File: config.mk
export PLATFORM = sky130hd
export DESIGN_NAME = csv_field_tokenizer
export DESIGN_NICKNAME = d
export VERILOG_FILES = /design/src/design/csvt_pkg.sv /design/src/design/csv_field_tokenizer.sv
export SDC_FILE = /design/constraint.sdc
export NUM_CORES = 1
export LEC_CHECK = 0
export BUFFER_PORTS_ARGS = -buffer_cell sky130_fd_sc_hd__buf_2
export CAP_MARGIN = 30
export CELL_PAD_IN_SITES_DETAIL_PLACEMENT = 1
export CELL_PAD_IN_SITES_GLOBAL_PLACEMENT = 1
export CORE_UTILIZATION = 49
export DETAILED_ROUTE_END_ITERATION = 16
export MAX_ROUTING_LAYER = met4
export PLACE_DENSITY_LB_ADDON = 0.1
export SKIP_LAST_GASP = 1
export SYNTH_ARGS = -nofsm -noshare
export SYNTH_HDL_FRONTEND = slang
export SYNTH_SLANG_ARGS = --single-unit
File: constraint.sdc
create_clock -name i_clk -period 7.25 [get_ports i_clk]
set_input_delay 1.45 -clock i_clk [delete_from_list [all_inputs] [get_ports i_clk]]
set_output_delay 1.45 -clock i_clk [all_outputs]
set_load 0.05 [all_outputs]
File: src/design/csvt_pkg.sv
// Package: codes, types and the per-byte parse function of the CSV field tokenizer.
`timescale 1ns / 1ps

package csvt_pkg;

    // Character codes and defaults used when a register holds zero
    localparam logic [7:0] CH_LF     = 8'h0A;
    localparam logic [7:0] CH_CR     = 8'h0D;
    localparam logic [7:0] DEF_SEP   = 8'h2C;
    localparam logic [7:0] DEF_QUOTE = 8'h22;

    // Up to three result items per input byte
    localparam int MAX_RES = 3;
    localparam int CNT_W   = 2;

    // Configuration register indexes
    localparam logic CFG_SEP   = 1'b0;
    localparam logic CFG_QUOTE = 1'b1;

    typedef enum logic [2:0] {
        ST_ROW,
        ST_ROWCR,
        ST_FLD,
        ST_UNQ,
        ST_QIN,
        ST_QQ
    } t_pstate;

    typedef enum logic [1:0] {
        KIND_DATA,
        KIND_FIELD,
        KIND_RECORD
    } t_kind;

    typedef struct packed {
        logic [7:0] data;
        t_kind      kind;
    } t_res;

    // One parse action: an optional result and the state it leaves
    typedef struct packed {
        logic    hit;
        t_res    res;
        t_pstate st;
    } t_one;

    // All results of one byte and the state after it
    typedef struct packed {
        t_pstate                 st;
        logic [CNT_W-1:0]        num;
        t_res [MAX_RES-1:0]      res;
    } t_run;

    function automatic t_one f_mk(input logic hit, input logic [7:0] data,
                                  input t_kind kind, input t_pstate st);
        t_one o;
        o.hit      = hit;
        o.res.data = data;
        o.res.kind = kind;
        o.st       = st;
        return o;
    endfunction

    // Byte inside or at the start of an unquoted field
    function automatic t_one f_unquoted(input logic [7:0] c, input logic [7:0] sep);
        t_one o;
        priority if (c == sep) begin
            o = f_mk(1'b1, 8'h00, KIND_FIELD, ST_FLD);
        end else if (c == CH_CR || c == CH_LF) begin
            o = f_mk(1'b1, 8'h00, KIND_RECORD, ST_ROW);
        end else begin
            o = f_mk(1'b1, c, KIND_DATA, ST_UNQ);
        end
        return o;
    endfunction

    // Quote test comes first at field start
    function automatic t_one f_field_start(input logic [7:0] c, input logic [7:0] sep,
                                           input logic [7:0] q);
        t_one o;
        if (c == q) begin
            o = f_mk(1'b0, 8'h00, KIND_DATA, ST_QIN);
        end else begin
            o = f_unquoted(c, sep);
        end
        return o;
    endfunction

    // Skip blank lines at row start, hold a CR until the next byte
    function automatic t_one f_row_start(input logic [7:0] c, input logic [7:0] sep,
                                         input logic [7:0] q);
        t_one o;
        priority if (c == CH_LF) begin
            o = f_mk(1'b0, 8'h00, KIND_DATA, ST_ROW);
        end else if (c == CH_CR) begin
            o = f_mk(1'b0, 8'h00, KIND_DATA, ST_ROWCR);
        end else begin
            o = f_field_start(c, sep, q);
        end
        return o;
    endfunction

    // Single-result states; the pending CR and quote-seen states are handled by the caller
    function automatic t_one f_feed(input t_pstate s, input logic [7:0] c,
                                    input logic [7:0] sep, input logic [7:0] q);
        t_one o;
        unique case (s)
            ST_FLD: begin
                o = f_field_start(c, sep, q);
            end
            ST_UNQ: begin
                o = f_unquoted(c, sep);
            end
            ST_QIN: begin
                if (c == q) begin
                    o = f_mk(1'b0, 8'h00, KIND_DATA, ST_QQ);
                end else begin
                    o = f_mk(1'b1, c, KIND_DATA, ST_QIN);
                end
            end
            default: begin
                o = f_row_start(c, sep, q);
            end
        endcase
        return o;
    endfunction

    // Append a result if there is one and take on its state
    function automatic t_run f_add(input t_run r, input t_one o);
        t_run n;
        n = r;
        if (o.hit) begin
            n.res[r.num] = o.res;
            n.num        = r.num + 1'b1;
        end
        n.st = o.st;
        return n;
    endfunction

    // Whole transition for one input byte
    function automatic t_run f_step(input t_pstate s, input logic [7:0] c, input logic last,
                                    input logic [7:0] sep, input logic [7:0] q);
        t_run r;
        r.st  = s;
        r.num = '0;
        r.res = '0;
        unique case (s)
            ST_ROWCR: begin
                if (c == CH_LF) begin
                    r.st = ST_ROW;
                end else begin
                    // lone CR ends a record of its own, then the byte is parsed afresh
                    r = f_add(r, f_field_start(CH_CR, sep, q));
                    r = f_add(r, f_feed(r.st, c, sep, q));
                end
            end
            ST_QQ: begin
                priority if (c == q) begin
                    r = f_add(r, f_mk(1'b1, c, KIND_DATA, ST_QIN));
                end else if (c == sep) begin
                    r = f_add(r, f_mk(1'b1, 8'h00, KIND_FIELD, ST_FLD));
                end else if (c == CH_CR || c == CH_LF) begin
                    r = f_add(r, f_mk(1'b1, 8'h00, KIND_RECORD, ST_ROW));
                end else begin
                    // text after a closing quote ends the record and opens a new row
                    r = f_add(r, f_mk(1'b1, 8'h00, KIND_RECORD, ST_ROW));
                    r = f_add(r, f_row_start(c, sep, q));
                end
            end
            default: begin
                r = f_add(r, f_feed(s, c, sep, q));
            end
        endcase
        // Close an open field on the final byte of the buffer
        if (last) begin
            if (r.st == ST_FLD || r.st == ST_UNQ || r.st == ST_QIN || r.st == ST_QQ) begin
                r = f_add(r, f_mk(1'b1, 8'h00, KIND_RECORD, ST_ROW));
            end
            r.st = ST_ROW;
        end
        return r;
    endfunction

endpackage

File: src/design/csv_field_tokenizer.sv
// CSV field tokenizer: byte parser, result bundle register and output register.
`timescale 1ns / 1ps

// Takes one CSV byte per item and yields content bytes, end-of-field and
// end-of-record items, the last result of each byte's run flagged. A byte is
// parsed in the cycle it is accepted and its zero to three results are loaded
// into a bundle register, which drains one result per cycle, while the output
// is not stalled, into the output register; each result passes through the
// bundle register and then the output register. A byte with several results
// holds the bundle until they drain, a limit set by the single result port;
// bytes with no result or one result flow at one per cycle while the output is
// not stalled. Configuration writes are always ready and apply from the next accepted byte.
module csv_field_tokenizer (
    input  logic       i_clk,
    input  logic       i_rst_n,
    input  logic       i_valid,
    output logic       o_stall,
    input  logic [7:0] i_in_byte,
    input  logic       i_end_of_input,
    output logic       o_valid,
    input  logic       i_stall,
    output logic [7:0] o_out_byte,
    output logic [1:0] o_kind,
    output logic       o_last_of_run,
    input  logic       i_cfg_valid,
    output logic       o_cfg_ready,
    input  logic       i_cfg_index,
    input  logic [7:0] i_cfg_data
);

    logic [7:0]                                r_sep;
    logic [7:0]                                r_quote;
    csvt_pkg::t_pstate                         r_state;
    csvt_pkg::t_pstate                         n_state;
    logic [csvt_pkg::CNT_W-1:0]                r_bnd_left;
    logic [csvt_pkg::CNT_W-1:0]                n_bnd_left;
    logic [csvt_pkg::CNT_W-1:0]                r_bnd_ptr;
    logic [csvt_pkg::CNT_W-1:0]                n_bnd_ptr;
    csvt_pkg::t_res [csvt_pkg::MAX_RES-1:0]    r_bnd_res;
    csvt_pkg::t_res [csvt_pkg::MAX_RES-1:0]    n_bnd_res;
    logic                                      r_out_valid;
    logic                                      n_out_valid;
    csvt_pkg::t_res                            r_out_res;
    csvt_pkg::t_res                            n_out_res;
    logic                                      r_out_last;
    logic                                      n_out_last;

    logic [7:0]       cur_sep;
    logic [7:0]       cur_quote;
    csvt_pkg::t_run   w_run;
    logic             move;
    logic             bnd_free;
    logic             accept;

    // Configuration registers
    assign o_cfg_ready = 1'b1;

    always_ff @(posedge i_clk) begin
        if (!i_rst_n) begin
            r_sep   <= csvt_pkg::DEF_SEP;
            r_quote <= csvt_pkg::DEF_QUOTE;
        end else if (i_cfg_valid) begin
            unique case (i_cfg_index)
                csvt_pkg::CFG_SEP:   r_sep   <= i_cfg_data;
                csvt_pkg::CFG_QUOTE: r_quote <= i_cfg_data;
                default: ;
            endcase
        end
    end

    // Zero selects the default character
    assign cur_sep   = (r_sep == 8'h00) ? csvt_pkg::DEF_SEP : r_sep;
    assign cur_quote = (r_quote == 8'h00) ? csvt_pkg::DEF_QUOTE : r_quote;

    // Parse the incoming byte
    assign w_run = csvt_pkg::f_step(r_state, i_in_byte, i_end_of_input, cur_sep, cur_quote);

    // Handshake: bundle drains into the output register when that is free
    assign move     = (r_bnd_left != '0) && (!r_out_valid || !i_stall);
    assign bnd_free = (r_bnd_left == '0) ||
                      (r_bnd_left == csvt_pkg::CNT_W'(1) && move);
    assign o_stall  = !bnd_free;
    assign accept   = i_valid && bnd_free;

    // Next parse state
    always_comb begin
        n_state = r_state;
        if (accept) begin
            n_state = w_run.st;
        end
    end

    // Bundle and output register updates
    always_comb begin
        n_bnd_left  = r_bnd_left;
        n_bnd_ptr   = r_bnd_ptr;
        n_bnd_res   = r_bnd_res;
        n_out_valid = r_out_valid;
        n_out_res   = r_out_res;
        n_out_last  = r_out_last;
        if (r_out_valid && !i_stall) begin
            n_out_valid = 1'b0;
        end
        if (move) begin
            n_out_valid = 1'b1;
            n_out_res   = r_bnd_res[r_bnd_ptr];
            n_out_last  = (r_bnd_left == csvt_pkg::CNT_W'(1));
            n_bnd_left  = r_bnd_left - 1'b1;
            n_bnd_ptr   = r_bnd_ptr + 1'b1;
        end
        if (accept) begin
            n_bnd_left = w_run.num;
            n_bnd_ptr  = '0;
            n_bnd_res  = w_run.res;
        end
    end

    // Control registers
    always_ff @(posedge i_clk) begin
        if (!i_rst_n) begin
            r_state     <= csvt_pkg::ST_ROW;
            r_bnd_left  <= '0;
            r_bnd_ptr   <= '0;
            r_out_valid <= 1'b0;
        end else begin
            r_state     <= n_state;
            r_bnd_left  <= n_bnd_left;
            r_bnd_ptr   <= n_bnd_ptr;
            r_out_valid <= n_out_valid;
        end
    end

    // Payload registers
    always_ff @(posedge i_clk) begin
        r_bnd_res  <= n_bnd_res;
        r_out_res  <= n_out_res;
        r_out_last <= n_out_last;
    end

    assign o_valid       = r_out_valid;
    assign o_out_byte    = r_out_res.data;
    assign o_kind        = 2'(r_out_res.kind);
    assign o_last_of_run = r_out_last;

    // Checks
    a_kind_legal: assert property (@(posedge i_clk) disable iff (!i_rst_n)
        o_valid |-> o_kind != 2'd3)
        else $error("result kind out of range");

    a_marker_zero: assert property (@(posedge i_clk) disable iff (!i_rst_n)
        (o_valid && o_kind != 2'(csvt_pkg::KIND_DATA)) |-> o_out_byte == 8'h00)
        else $error("marker item carries a non-zero byte");

    a_end_to_row: assert property (@(posedge i_clk) disable iff (!i_rst_n)
        (accept && i_end_of_input) |=> r_state == csvt_pkg::ST_ROW)
        else $error("final byte did not return the parser to row start");

    a_bnd_drain: assert property (@(posedge i_clk) disable iff (!i_rst_n)
        (!accept && r_bnd_left != '0) |=> r_bnd_left <= $past(r_bnd_left))
        else $error("bundle grew without an accepted item");

    a_state_hold: assert property (@(posedge i_clk) disable iff (!i_rst_n)
        !accept |=> $stable(r_state))
        else $error("parse state moved without an accepted item");

endmodule
==> run_results.csv, run 1 <==
group,metric,value,unit
cts,cts_tree,"yes",
synth,synthDistinctLibCells,61,
power,p_switching,477,uW
sta,worst_pin_slew,0.880,ns
worst_setup_path,critPathMaxFanout,10,
worst_hold_path,hp-class,"reg -> reg",
sta,fin_skew,0.0113,ns
cts,ctsRootBufferMaster,"clkbuf_8",
synth,netlist_instances,329,
worst_setup_path,critPathTopFamily,"compound AO/OA/AOI/OAI gates",
power,clock_power_share,15.9,%
cts,hold_buffers,0,
placement,port_buffers,35,
worst_setup_path,path_buf_inv,2,
floorplan,placement_rows,29,
synth,async_flop_share,0,%
detailed_routing,ant_nets,0,
floorplan,core,6310,um^2
grt,grt_pass1_vias,2557,
worst_setup_path,worstPathCellList,"buf_2 -> nor4b_1 -> a22oi_1 -> a2111o_1 -> nor2_2 -> nor2_1 -> ha_1 -> nand2_1 -> a22oi_1 -> nor2_1 -> inv_1 -> ha_1 -> a21boi_2 -> nor3b_1",
worst_setup_path,worst_path_max_delay_cell,"a2111o_1",
worst_setup_path,cp-start-kind,"input pin",
sta,finalSetupViolCount,0,
cts,clk_transition_reported_paths,0.10,ns
power,sw_frac_of_total,41.8,%
cts,cts_buffer_depth,2,
synth,synthFlopType,"edfxtp_1",
worst_setup_path,critPathKind,"in -> reg",
cells_and_area,nNetsFinal,385,
run,drv_cap,0,
detailed_routing,detailroute.via_count,2569,
sta,fin_hold_ws,0.519,ns
outcome,outcome,"finished, final reports clean",
placement,routabilityCongestion,0.956,
power,intPower,665,uW
cells_and_area,area_delta_synth_final,9.70,%
cells_and_area,layout-drive-gt1-share,16.2,%
synth,yosys_warnings,0,
grt,antenna_found_initial,0,
detailed_routing,route.detailed.drc,0,
power,p_leak,0.00128,uW
placement,place_inst,426,
grt,grt_pass1_wl,12500,um
cells_and_area,antenna_cells,0,
sta,min_period_over_period,59.4,%
detailed_routing,wirelength,7730,um
cells_and_area,fill_cells,748,
sta,rsz0062_at_grt,"no",
power,power.density,327,nW/um^2
worst_setup_path,worstPathArrival,4.35,ns
synth,ys_seq_elements,56,
synth,syn_area,3190,um^2
power,p_seq_share,44.6,%
grt,overflow,0,
cells_and_area,mostFrequentLayoutCells,"48 x nand2_1, 35 x buf_2, 32 x edfxtp_1",
detailed_routing,drt_pre_antenna_iters,4,
cts,clk_latency,0.31,ns
cts,cts_max_level,2,
cts,clock-sinks,56,
worst_setup_path,end_kind,"flop",
sta,period_needed,4.30,ns
sta,maxSlewViolCount,0,
detailed_routing,vias_per_cell,5.92,
cts,cts_buffers,5,
sta,setup_tns,0,ns
worst_setup_path,slowest_delay,0.49,ns
floorplan,die_w,82.6,um
floorplan,die_area,6830,um^2
floorplan,initial_core_util,50.5,%
synth,syn_area_per_cell,9.68,um^2
detailed_routing,drtIter0Drc,98,
synth,ys_seq_area_share,45.2,%
grt,grt_max_degree,26,
power,ir_drop,228,uV
cts,postCtsSetupRepairBufs,0,
floorplan,fp.dieH,82.6,um
cells_and_area,multiInputGateArea,1640,um^2
synth,synth_edf_count,32,
cts,cts_resized,0,
power,combPwrFrac,39.5,%
cells_and_area,seqCellArea,1440,um^2
synth,syn_nets,358,
worst_setup_path,cp.required,7.30,ns
sta,finalHoldViolCount,0,
sta,max_freq,232,MHz
cells_and_area,final_cells,434,
floorplan,num_io_pins,37,
placement,hpwl,6000,um
grt,grt_usage,25.4,%
detailed_routing,wl_per_cell,17.8,um
cells_and_area,layout_commonest_cell,"nand2_1",
sta,relSlewSlack,41.2,%
cells_and_area,finish.utilization,55.4,%
per-stage QoR:
step / area (um^2) / setup WS (ns) / power, uW
6_report: 3490 / 2.95 / 1140
5_1_grt: 3490 / 2.61 / 1210
4_1_cts: 3490 / 2.95 / 1150
3_5_place_dp: 3400 / 2.63 / 971
3_3_place_gp: 3400 / 2.77 / 955
2_1_floorplan: 3190 / 3.03 / 857
tightest hold or removal path: stages (launching register included):
cell and delay [ns]:
dfxtp_1 0.35, nand2_1 0.07, nand3_1 0.06
cell families (layout without fill, tap and decap cells):
family          after synthesis  after routing  synth area share [%]
simple gates                142            142                  23.8
xor+xnor                     16             16                  4.40
other cells                   1              1                 0.118
flops                        56             56                  45.2
mux                          11             11                  3.46
fa+ha+maj                     6              6                  2.36
compound gates               71             71                  17.4
buf+inv                      26             54                  3.26
sequential cells by signal, summed over array words and instances (netlist names), 2 cells and up:
register and count:
o_kind 2, o_out_byte 8, r_bnd_left 2, r_bnd_ptr 2, r_bnd_res 21, r_quote 8, r_sep 8, r_state 3
power groups by stage:
stage                     registers (uW)  logic, uW  clock network [uW]
after floorplan                      618        239                   0
after global placement               515        440                   0
after detailed placement             519        453                   0
after CTS                            511        454                 185
after global routing                 525        492                 196
final                                510        451                 181
layout make-up:
class	count	share of cell area, %
well taps	77	2.76
clock buffers	5	1.97
inverters	10	1.07
multi-input cells	247	46.9
clock inverters	3	0.788
repair buffers	36	5.23
flip-flops and latches	56	41.2
routing by layer:
layer  part of all wire [%]  GRT usage (%)  vias up
met3                    3.6           3.63        7
met4                   0.96           7.24        0
met5                      0              -        -
met1                     45           30.0     1259
met2                     51           44.8       49
li1                       -              -     1254
cells in the mapped netlist, drive strengths merged (6+ instances only):
library cell | count | share of area (%)
dfxtp | 24 | 15
clkbuf | 12 | 1.4
nand2 | 48 | 5.7
mux2i | 11 | 3.5
xnor2 | 10 | 2.7
xor2 | 6 | 1.6
nor3b | 19 | 4.6
o211ai | 7 | 1.8
nand3 | 13 | 2.2
a21boi | 14 | 3.5
ha | 6 | 2.4
nor2 | 25 | 3.0
o21ai | 7 | 1.1
a21oi | 10 | 1.6
inv | 10 | 1.2
edfxtp | 32 | 30
worst paths after layout:
| kind | startpoint | end | slack [ns] | depth (start not counted) |
|---|---|---|---|---|
| worst min register to register | r_quote[1] | r_quote[1] | 0.52 | 2 |
| worst min-delay path | r_quote[1] | r_quote[1] | 0.52 | 2 |
| worst max-delay path | i_in_byte[5] | r_bnd_res[12] | 2.95 | 14 |
| worst max register to register | r_quote[4] | r_bnd_res[12] | 3.79 | 13 |
Note: power is estimated with default switching activity, not from simulation.
==> inputs of run 2 (changes only) <==
--- a/config.mk
+++ b/config.mk
@@ -9,7 +9,7 @@
 export CAP_MARGIN = 30
 export CELL_PAD_IN_SITES_DETAIL_PLACEMENT = 1
 export CELL_PAD_IN_SITES_GLOBAL_PLACEMENT = 1
-export CORE_UTILIZATION = 49
+export CORE_UTILIZATION = 45
 export DETAILED_ROUTE_END_ITERATION = 16
 export MAX_ROUTING_LAYER = met4
 export PLACE_DENSITY_LB_ADDON = 0.1
==> constraint.sdc (replaced) <==
create_clock -name i_clk -period 4.3 [get_ports i_clk]
set_input_delay 0.86 -clock i_clk [delete_from_list [all_inputs] [get_ports i_clk]]
set_output_delay 0.86 -clock i_clk [all_outputs]
set_load 0.05 [all_outputs]
==> run_results.csv, run 2 (same netlist as run 1, synthesis figures left out) <==
group,metric,value,unit
detailed_routing,route.detailed.drc,0,
run,drv_cap,0,
worst_setup_path,path_buf_inv,2,
cells_and_area,multiInputGateArea,1640,um^2
grt,use_met2,36.9,%
sta,period_needed,3.73,ns
worst_setup_path,cp.required,4.35,ns
cts,postCtsSetupRepairBufs,0,
worst_hold_path,hp-class,"reg -> reg",
worst_setup_path,critPathLaunch,"i_in_byte[5]",
grt,use_met1,31.2,%
floorplan,initial_core_util,46.6,%
cells_and_area,fill_cells,796,
worst_hold_path,hold_depth,2,
placement,routabilityCongestion,0.918,
cts,clk_latency,0.31,ns
outcome,outcome,"finished, final reports clean",
sta,setup_tns,0,ns
power,power.density,546,nW/um^2
cts,cts_buffer_depth,2,
worst_setup_path,end_kind,"flop",
worst_setup_path,reg2reg_to,"r_bnd_res[15]",
grt,grt_max_degree,26,
cts,clk_transition_reported_paths,0.11,ns
grt,grt_pass1_wl,12900,um
sta,finalHoldViolCount,0,
cells_and_area,mostFrequentLayoutCells,"48 x nand2_1, 35 x buf_2, 32 x edfxtp_1",
grt,grt_use_met3,2.98,%
cts,ctsRootBufferMaster,"clkbuf_8",
sta,fin_skew,0.00421,ns
floorplan,core,6830,um^2
worst_hold_path,worstHoldEndpoint,"r_quote[1]",
sta,rsz0062_at_grt,"no",
floorplan,die_w,86.1,um
cts,hold_buffers,0,
worst_setup_path,critPathMaxFanout,10,
worst_hold_path,hold_start,"r_quote[1]",
worst_setup_path,worstPathArrival,3.78,ns
cells_and_area,largest_register,"r_bnd_res",
sta,worst_pin_slew,0.869,ns
floorplan,placement_rows,30,
detailed_routing,drtIter0Drc,115,
grt,overflow,0,
cts,cts_max_level,2,
worst_setup_path,rrSetupSlack,0.87,ns
cells_and_area,antenna_cells,0,
worst_setup_path,slowest_delay,0.49,ns
sta,max_freq,268,MHz
cells_and_area,layout_commonest_cell,"nand2_1",
power,p_leak,0.00129,uW
grt,grt-busiest-layer,"met2",
placement,port_buffers,35,
worst_setup_path,worst_path_max_delay_cell,"a2111o_1",
cts,cts_resized,0,
worst_setup_path,r2r_cells,13,
worst_setup_path,reg2reg_from,"r_quote[4]",
cells_and_area,layout-drive-gt1-share,16.7,%
detailed_routing,drt_pre_antenna_iters,4,
worst_setup_path,critPathTopFamily,"compound AO/OA/AOI/OAI gates",
sta,relSlewSlack,42.0,%
cts,cts_buffers,5,
cells_and_area,largest_reg_flops,21,
placement,dp_slack,0.268,ns
cells_and_area,area_delta_synth_final,10.9,%
sta,min_period_over_period,86.7,%
detailed_routing,vias_per_cell,5.62,
cells_and_area,seqCellArea,1440,um^2
grt,grt_usage,23.2,%
worst_setup_path,cp-start-kind,"input pin",
placement,hpwl,6120,um
worst_setup_path,worstPathCellList,"buf_2 -> nor4b_1 -> a22oi_1 -> a2111o_1 -> nor2_2 -> nor2_1 -> ha_1 -> nand2_1 -> a22oi_1 -> nor2_1 -> inv_1 -> ha_1 -> a21boi_2 -> nor3b_1",
cts,clock-sinks,56,
cts,cts_tree,"yes",
floorplan,die_area,7420,um^2
sta,finalSetupViolCount,0,
floorplan,num_io_pins,37,
sta,setup_ws,0.572,ns
grt,antenna_found_initial,0,
worst_setup_path,critPathKind,"in -> reg",
cells_and_area,nNetsFinal,387,
sta,maxSlewViolCount,0,
floorplan,fp.dieH,86.1,um
detailed_routing,detailroute.via_count,2555,
detailed_routing,wl_per_cell,17.4,um
detailed_routing,wirelength,7930,um
grt,grt_pass1_vias,2538,
power,ir_drop,131,uV
detailed_routing,ant_nets,0,
run 2: changes by cell type in the layout (fill, tap and decap cells not counted), sizes merged:
cell / previous run / this run
buf: 36 / 38
run 2: power by group:
part	total, uW	internal, uW	switching, uW
combinational	762	231	531
sequential	858	770	87.7
clock	309	120	189
run 2: through the flow:
step,hold WS (ns),util (%),total power [uW],std cells,area [um^2]
6_report,0.512,51.7,1930,455,3530
3_5_place_dp,0.494,50.3,1640,447,3440
4_1_cts,0.510,51.7,1950,455,3530
5_1_grt,0.537,51.7,2050,455,3530
2_1_floorplan,0.472,-,1450,329,3190
3_3_place_gp,0.491,50.3,1620,447,3440
run 2: worst max path at each step:
stage                         end  cells past startpoint
finish              r_bnd_res[15]                     14
global route        r_bnd_res[15]                     14
CTS                 r_bnd_res[15]                     14
detailed placement  r_bnd_res[15]                     14
global placement    r_bnd_res[14]                     14
floorplan            r_bnd_res[1]                     13
run 2: tightest hold or removal path, stage by stage, from the launching register on:
cell	delay (ns)
dfxtp_1	0.35
nand2_1	0.06
nand3_1	0.06
run 2: layout make-up:
cell class                 count  share of cell area, %
tap                           96                   3.40
clock inverter                 3                  0.779
multi-input combinational    247                   46.4
clock buffer                   5                   1.95
timing repair buffer          38                   5.59
sequential                    56                   40.8
inverter                      10                   1.06
run 2: per-layer routing:
layer	up-vias	part of all wire (%)	wire length (um)
li1	1258	-	-
met1	1243	48	3820
met2	49	47	3760
met3	5	3.6	285
met4	0	0.74	59
met5	-	0	0
